--- src/sv/spq_pkg.sv ---
package spq_pkg;

  localparam int unsigned DefDepth         = 16;
  localparam int unsigned DefPriorityWidth = 16;
  localparam int unsigned DataWidth        = 32;
  localparam int unsigned PrioFieldWidth   = 16;

  typedef enum logic [0:0] {
    FUNC_ENQ = 1'b0,
    FUNC_DEQ = 1'b1
  } spq_func_t;

  typedef enum logic [1:0] {
    ST_OK        = 2'd0,
    ST_DEQ_EMPTY = 2'd1,
    ST_ENQ_FULL  = 2'd2
  } spq_status_t;

  // Shift commands broadcast to every cell of the chain.
  typedef struct packed {
    logic enq;
    logic deq;
  } spq_ctl_t;

endpackage

--- src/sv/stable_priority_queue_core.sv ---
// Channel | Direction | Handshake              | Payload
// in_     | input     | in_tvalid / in_tready   | tuser: func; tdata: data_in, priority_in
// out_    | output    | out_tvalid / out_tready | tuser: status; tdata: result fields
//
// Every accepted item updates the whole chain of cells together, so one item is taken per
// cycle unless out_tready stalls; the result is in the output register on the next cycle.
// A new item is taken while the output register is empty or being emptied.
// If out_tready stays low while a result is held, in_tready falls and the queue contents hold.
// Reset clears the entry count and the output valid flag only.
module stable_priority_queue_core #(
  parameter int unsigned DEPTH          = spq_pkg::DefDepth,
  parameter int unsigned PRIORITY_WIDTH = spq_pkg::DefPriorityWidth,
  localparam int unsigned CountWidth    = $clog2(DEPTH + 1),
  localparam int unsigned OutBits       = 97 + CountWidth,
  localparam int unsigned OutTdataWidth = ((OutBits + 7) / 8) * 8
) (
  input  logic                     clk,
  input  logic                     rst_n,
  input  logic                     in_tvalid,
  output logic                     in_tready,
  input  logic [0:0]               in_tuser,   // [0] func
  input  logic [47:0]              in_tdata,   // [31:0] data_in, [47:32] priority_in
  output logic                     out_tvalid,
  input  logic                     out_tready,
  output logic [1:0]               out_tuser,  // [1:0] status
  // [31:0] removed_data, [47:32] removed_priority, [79:48] front_data,
  // [95:80] front_priority, [96] is_empty, then entry_count, zero padding above
  output logic [OutTdataWidth-1:0] out_tdata
);
  import spq_pkg::*;

  localparam int unsigned IdxWidth = (DEPTH > 1) ? $clog2(DEPTH) : 1;

  logic [CountWidth-1:0]             count_r;
  logic [CountWidth-1:0]             count_nxt;
  logic                              out_valid_r;
  logic                              out_valid_nxt;
  logic [1:0]                        status_r;
  logic [1:0]                        status_nxt;
  logic [DataWidth-1:0]              rem_data_r;
  logic [DataWidth-1:0]              rem_data_nxt;
  logic [PrioFieldWidth-1:0]         rem_prio_r;
  logic [PrioFieldWidth-1:0]         rem_prio_nxt;
  logic [DataWidth-1:0]              front_data_r;
  logic [DataWidth-1:0]              front_data_nxt;
  logic [PrioFieldWidth-1:0]         front_prio_r;
  logic [PrioFieldWidth-1:0]         front_prio_nxt;

  logic                              accept;
  logic                              is_enq;
  logic                              full;
  logic                              empty;
  spq_ctl_t                          ctl;
  logic [DataWidth-1:0]              new_data;
  logic signed [PRIORITY_WIDTH-1:0]  new_prio;
  logic [PRIORITY_WIDTH-1:0]         front_prio_full;
  logic [PRIORITY_WIDTH-1:0]         rem_prio_full;

  logic [DataWidth-1:0]              cell_data [DEPTH];
  logic signed [PRIORITY_WIDTH-1:0]  cell_prio [DEPTH];
  logic [DEPTH-1:0]                  cell_gt;

  assign accept   = in_tvalid && in_tready;
  assign in_tready = !out_valid_r || out_tready;
  assign is_enq   = (in_tuser[0] == FUNC_ENQ);
  assign full     = (count_r == CountWidth'(DEPTH));
  assign empty    = (count_r == '0);
  assign ctl.enq  = accept && is_enq && !full;
  assign ctl.deq  = accept && !is_enq && !empty;
  assign new_data = in_tdata[31:0];

  // The priority field is zero-extended or narrowed to the stored width, whose top bit is the sign.
  always_comb begin
    for (int b = 0; b < PRIORITY_WIDTH; b++) begin
      new_prio[b] = (b < PrioFieldWidth) ? in_tdata[32 + b] : 1'b0;
    end
  end

  for (genvar i = 0; i < DEPTH; i++) begin : g_cell
    logic                              left_gt;
    logic [DataWidth-1:0]              left_data;
    logic signed [PRIORITY_WIDTH-1:0]  left_prio;
    logic [DataWidth-1:0]              right_data;
    logic signed [PRIORITY_WIDTH-1:0]  right_prio;

    if (i == 0) begin : g_head
      assign left_gt   = 1'b0;
      assign left_data = new_data;
      assign left_prio = new_prio;
    end else begin : g_body
      assign left_gt   = cell_gt[i-1];
      assign left_data = cell_data[i-1];
      assign left_prio = cell_prio[i-1];
    end

    if (i == DEPTH - 1) begin : g_tail
      assign right_data = cell_data[i];
      assign right_prio = cell_prio[i];
    end else begin : g_inner
      assign right_data = cell_data[i+1];
      assign right_prio = cell_prio[i+1];
    end

    spq_cell #(
      .PRIORITY_WIDTH(PRIORITY_WIDTH)
    ) u_cell (
      .clk       (clk),
      .ctl       (ctl),
      .occupied  (count_r > CountWidth'(i)),
      .new_data  (new_data),
      .new_prio  (new_prio),
      .left_gt   (left_gt),
      .left_data (left_data),
      .left_prio (left_prio),
      .right_data(right_data),
      .right_prio(right_prio),
      .data      (cell_data[i]),
      .prio      (cell_prio[i]),
      .gt        (cell_gt[i])
    );
  end

  always_comb begin
    count_nxt       = count_r;
    out_valid_nxt   = out_valid_r;
    status_nxt      = status_r;
    rem_data_nxt    = rem_data_r;
    front_data_nxt  = front_data_r;
    front_prio_full = cell_prio[0];
    rem_prio_full   = cell_prio[0];

    if (out_tready) begin
      out_valid_nxt = 1'b0;
    end

    if (accept) begin
      out_valid_nxt  = 1'b1;
      status_nxt     = ST_OK;
      rem_data_nxt   = '0;
      front_data_nxt = cell_data[0];
      priority if (is_enq && full) begin
        status_nxt = ST_ENQ_FULL;
      end else if (is_enq) begin
        count_nxt = count_r + 1'b1;
        if (cell_gt[0]) begin
          front_data_nxt  = new_data;
          front_prio_full = new_prio;
        end
      end else if (empty) begin
        status_nxt = ST_DEQ_EMPTY;
      end else begin
        count_nxt      = count_r - 1'b1;
        rem_data_nxt   = cell_data[0];
        front_data_nxt = cell_data[IdxWidth'(1)];
        front_prio_full = cell_prio[IdxWidth'(1)];
      end
      if (count_nxt == '0) begin
        front_data_nxt  = '1;
        front_prio_full = '0;
      end
    end
  end

  // Stored priorities are narrowed or sign-extended to the 16-bit result fields.
  always_comb begin
    front_prio_nxt = front_prio_r;
    rem_prio_nxt   = rem_prio_r;
    if (accept) begin
      for (int b = 0; b < PrioFieldWidth; b++) begin
        front_prio_nxt[b] = (b < PRIORITY_WIDTH) ? front_prio_full[b]
                                                 : front_prio_full[PRIORITY_WIDTH-1];
        rem_prio_nxt[b]   = (b < PRIORITY_WIDTH) ? rem_prio_full[b]
                                                 : rem_prio_full[PRIORITY_WIDTH-1];
      end
      if (!ctl.deq) begin
        rem_prio_nxt = '0;
      end
    end
  end

  always_ff @(posedge clk) begin
    if (!rst_n) begin
      count_r     <= '0;
      out_valid_r <= 1'b0;
    end else begin
      count_r     <= count_nxt;
      out_valid_r <= out_valid_nxt;
    end
  end

  always_ff @(posedge clk) begin
    status_r     <= status_nxt;
    rem_data_r   <= rem_data_nxt;
    rem_prio_r   <= rem_prio_nxt;
    front_data_r <= front_data_nxt;
    front_prio_r <= front_prio_nxt;
  end

  // Count and empty flag are read from the live count, which only moves on acceptance.
  assign out_tvalid = out_valid_r;
  assign out_tuser  = status_r;
  assign out_tdata  = OutTdataWidth'({count_r, (count_r == '0), front_prio_r,
                                      front_data_r, rem_prio_r, rem_data_r});

endmodule

--- src/sv/spq_cell.sv ---
module spq_cell #(
  parameter int unsigned PRIORITY_WIDTH = spq_pkg::DefPriorityWidth
) (
  input  logic                                  clk,
  input  spq_pkg::spq_ctl_t                     ctl,
  input  logic                                  occupied,
  input  logic [spq_pkg::DataWidth-1:0]         new_data,
  input  logic signed [PRIORITY_WIDTH-1:0]      new_prio,
  input  logic                                  left_gt,
  input  logic [spq_pkg::DataWidth-1:0]         left_data,
  input  logic signed [PRIORITY_WIDTH-1:0]      left_prio,
  input  logic [spq_pkg::DataWidth-1:0]         right_data,
  input  logic signed [PRIORITY_WIDTH-1:0]      right_prio,
  output logic [spq_pkg::DataWidth-1:0]         data,
  output logic signed [PRIORITY_WIDTH-1:0]      prio,
  output logic                                  gt
);
  import spq_pkg::*;

  logic [DataWidth-1:0]              data_r;
  logic [DataWidth-1:0]              data_nxt;
  logic signed [PRIORITY_WIDTH-1:0]  prio_r;
  logic signed [PRIORITY_WIDTH-1:0]  prio_nxt;

  // An empty cell or one with a strictly larger priority moves aside for the new
  // entry; equal priorities stay in front, which keeps arrival order.
  assign gt = !occupied || (prio_r > new_prio);

  always_comb begin
    data_nxt = data_r;
    prio_nxt = prio_r;
    if (ctl.enq && gt) begin
      if (left_gt) begin
        data_nxt = left_data;
        prio_nxt = left_prio;
      end else begin
        data_nxt = new_data;
        prio_nxt = new_prio;
      end
    end else if (ctl.deq) begin
      data_nxt = right_data;
      prio_nxt = right_prio;
    end
  end

  always_ff @(posedge clk) begin
    data_r <= data_nxt;
    prio_r <= prio_nxt;
  end

  assign data = data_r;
  assign prio = prio_r;

endmodule
--- config.mk ---
export PLATFORM = sky130hd
export DESIGN_NAME = stable_priority_queue_core
export DESIGN_NICKNAME = d
export VERILOG_FILES = /design/src/sv/spq_pkg.sv /design/src/sv/stable_priority_queue_core.sv /design/src/sv/spq_cell.sv
export SDC_FILE = /design/constraint.sdc
export NUM_CORES = 2
export LEC_CHECK = 0
export ABC_AREA = 1
export BUFFER_PORTS_ARGS = -buffer_cell sky130_fd_sc_hd__buf_4
export CORE_UTILIZATION = 64
export CTS_CLUSTER_SIZE = 8
export DETAILED_ROUTE_END_ITERATION = 8
export GPL_TIMING_DRIVEN = 0
export PLACE_DENSITY = 0.87
export SKIP_CTS_REPAIR_TIMING = 1
export SYNTH_ARGS = -nofsm -noshare
export SYNTH_HDL_FRONTEND = slang
export SYNTH_SLANG_ARGS = --single-unit
export TNS_END_PERCENT = 50
--- constraint.sdc ---
create_clock -name clk -period 5.75 [get_ports clk]
set_clock_uncertainty 0.05 [all_clocks]
set_input_delay 0 -clock clk [delete_from_list [all_inputs] [get_ports clk]]
set_output_delay 0 -clock clk [all_outputs]
set_load 0.03 [all_outputs]
==> out/metrics.yaml <==
die_w_um: 290
final_area_um2: 59600
dp_cells: 7957
cpMaxStageDelayCell: "clkbuf_1"
min_from: "in_tvalid"
gr-total-overflow: 0
synth_top_family_by_area: "simple AND/OR/NAND/NOR gates"
cts_buffers: 118
cp.required_ps: 6130
drc: 0
h-tree-depth: 3
grt_max_degree: 89
layout-drive-gt1-share_pct: 8.19
async_flop_share_pct: 0
row_count: 105
power.density_nw_per_um2: 349
slew_headroom_pct: 7.26
status: "completed"
finalHoldViolCount: 0
dp_hpwl_um: 123000
cts_max_path_buffers: 3
crit_path_max_fanout: 41
synth_mux_area_share_pct: 0
gp_congestion: 1.02
grt_usage_pct: 36.6
slowest_delay_ps: 1020
whs_ps: 16.4
synth_compound_area_share_pct: 7.61
vias: 46788
pwr-share-clk_pct: 30.5
cts_tree: "yes"
synth_top_area_share_pct: 49.2
startpoint_type: "input pin"
root_buffer: "clkbuf_16"
synth_area_um2: 52900
die-area_um2: 83800
synthCells: 6711
die_y_um: 290
r2r_slack_ps: 1920
wl_per_cell_um: 19.1
seq_power_share_pct: 42.2
routed_wl_um: 156000
maxSlewViolCount: 0
synth_top_cell_by_area: "edfxtp_1"
clk_latency_ps: 700
start_util_pct: 64.5
placed_cell_area_um2: 55800
rr_startpoint: "count_r[0]"
critPathKind: "in -> reg"
synth.most_common_cell: "nand2_1"
synth_flop_cell: "edfxtp_1"
fin_crit_sh_pct: 77.1
pwr-share-comb_pct: 27.2
p_leak_nw: 28.3
final_nets: 7373
fillCellCount: 6387
cpLargestDelayFamily: "buffers and inverters"
fin_crit_ps: 4430
grt_pass1_wl_um: 237000
swShare_pct: 33.8
antenna_found_initial: 1
antenna_left: 0
rr_worst_depth: 12
synth_edf_count: 866
min_path_cells: 3
clock-sinks: 872
clk_pin_slew_ps: 50
maxCapViolations: 0
firstDrtPassIters: 9
critPathBufInv: 7
fin_cells: 8162
core_um2: 82000
post_synth_main_area_contributors: "edfxtp_1 49%, nand2_1 23%, ha_1 6.2%"
yosys_warnings: 0
ys_types: 40
rr_endpoint: "g_cell[12].u_cell.data[16]"
io_buffers: 158
synthAdderAreaFrac_pct: 6.17
worst_pin_slew_ps: 1390
arrival_ps: 4810
fin_ws_ps: 1320
area_growth_syn_to_layout_pct: 12.6
hold_path_end: "out_tvalid"
ios: 161
antenna_cells: 0
synthTopCellsByCount: "3225 x nand2_1, 866 x edfxtp_1, 602 x nand3_1"
cp_cell_sequence: "dlygate4sd3_1 > buf_4 > inv_1 > clkbuf_1 > ha_1 > a21o_1 > a211oi_1 > nand3_1 > nand3_1 > nand2_1 > nand2_1 > buf_2 > buf_2 > nand2_2 > buf_12"
grt_setup_unrepaired: "no"
via_per_inst: 5.73
power.switching_w: 0.00703
vdd_drop_max_mv: 0.328
place_ws_ps: 1080
cp-end-kind: "register"
synthXorXnorAreaFrac_pct: 0.0331
synthSimpleGateAreaFrac_pct: 30.4
setup_viol: 0
yosysSeqAreaShare_pct: 49.4
initialDrtViolationCount: 5653
fmax_mhz: 226
min-delay-path-class: "in -> reg"
yosys_register_bits: 872
grt_pass1_vias: 44374
p_int_w: 0.0138
synth_area_per_cell_um2: 7.88
-- worst reg2reg max path, stage by stage, from the launching register on --
cell and delay, ps:
dfxtp_1 450, inv_1 290, ha_1 260, nand2_4 100, nor2_4 190, inv_4 80, nand2_4 120, inv_2 110
buf_2 200, nand2_1 190, clkbuf_1 820, nand2_2 390, buf_12 290
-- per-stage QoR --
step / power (W) / setup TNS (ps) / util (%)
6_report: 0.0208 / 0 / 72.7
5_1_grt: 0.0217 / 0 / 72.7
4_1_cts: 0.0206 / 0 / 72.0
3_5_place_dp: 0.0143 / 0 / 68.1
3_3_place_gp: 0.0140 / -557890 / 67.6
2_1_floorplan: 0.0126 / 0 / -
-- metal layers --
metal	global-route usage (%)	part of all wire, %
met5	0	0.013
met4	16.3	4.1
met3	5.74	11
met2	61.0	47
met1	47.5	39
-- final cells by class --
class	instances	area [um^2]	share of cell area [%]
clock buffer	148	3110	5.22
tap	1070	1340	2.25
sequential	872	26100	43.9
clock inverter	5	91.3	0.153
timing repair buffer	227	2060	3.46
inverter	352	1330	2.23
multi-input combinational	5050	23400	39.3
buffer	438	2100	3.52
-- placed cells by master, fill, tap and decap left out, types with 5 or more instances in the layout --
cell,netlist,routed
nand2_1,3225,3210
edfxtp_1,866,866
nand3_1,602,602
o21ai_0,477,477
inv_1,330,329
ha_1,261,261
clkbuf_1,215,229
buf_4,66,224
nor2_1,134,134
buf_2,131,131
clkbuf_16,0,120
a21oi_1,108,107
o21ai_1,89,89
dlygate4sd3_1,0,52
a22oi_1,32,32
nand2_2,14,29
buf_1,23,23
inv_2,21,21
nand4_1,20,20
nor3_1,16,16
a221oi_1,16,16
buf_12,0,15
clkbuf_2,0,14
a21o_1,10,10
a211oi_1,8,8
a31oi_1,8,8
dfxtp_1,6,6
nand3b_1,5,5
-- power by group through the flow --
stage          Sequential, W  Clock, W  Combinational, W
3_5_place_dp         0.00886         0           0.00546
2_1_floorplan        0.00894         0           0.00365
6_report             0.00877   0.00635           0.00566
3_3_place_gp         0.00887         0           0.00517
4_1_cts              0.00875   0.00634           0.00551
5_1_grt              0.00885   0.00659           0.00628
-- registers in the layout, summed over array words and instances (netlist names) --
signal and count:
out_tvalid 1, g_cell.u_cell.data 512, count_r 5, rem_prio_r 16
rem_data_r 32, front_prio_r 16, front_data_r 32, g_cell.u_cell.prio 256
out_tuser 2
-- cells by family (layout without fill, tap and decap cells) --
family                     after synthesis  after routing
and+or+nand+nor                       4027           4027
AOI/OAI and AO/OA                      758            758
adders and majority gates              261            261
xor gates and xnor gates                 2              2
DFF                                    872            872
buffers and inverters                  790           1170
other                                    1              2
-- worst max path at each step --
| stage | slack [ps] | from | end | cells past startpoint |
|---|---|---|---|---|
| global placement | -810 | out_tvalid | g_cell[5].u_cell.data[10] | 6 |
| finish | 1320 | in_tdata[45] | g_cell[1].u_cell.data[22] | 15 |
| CTS | 1760 | in_tdata[41] | g_cell[1].u_cell.data[22] | 16 |
| detailed placement | 1080 | in_tdata[37] | g_cell[1].u_cell.data[10] | 18 |
| global route | 1130 | in_tdata[45] | g_cell[1].u_cell.data[22] | 15 |
| floorplan | 630 | out_tvalid | g_cell[0].u_cell.data[0] | 6 |
Power figures use the tool's default switching activity.
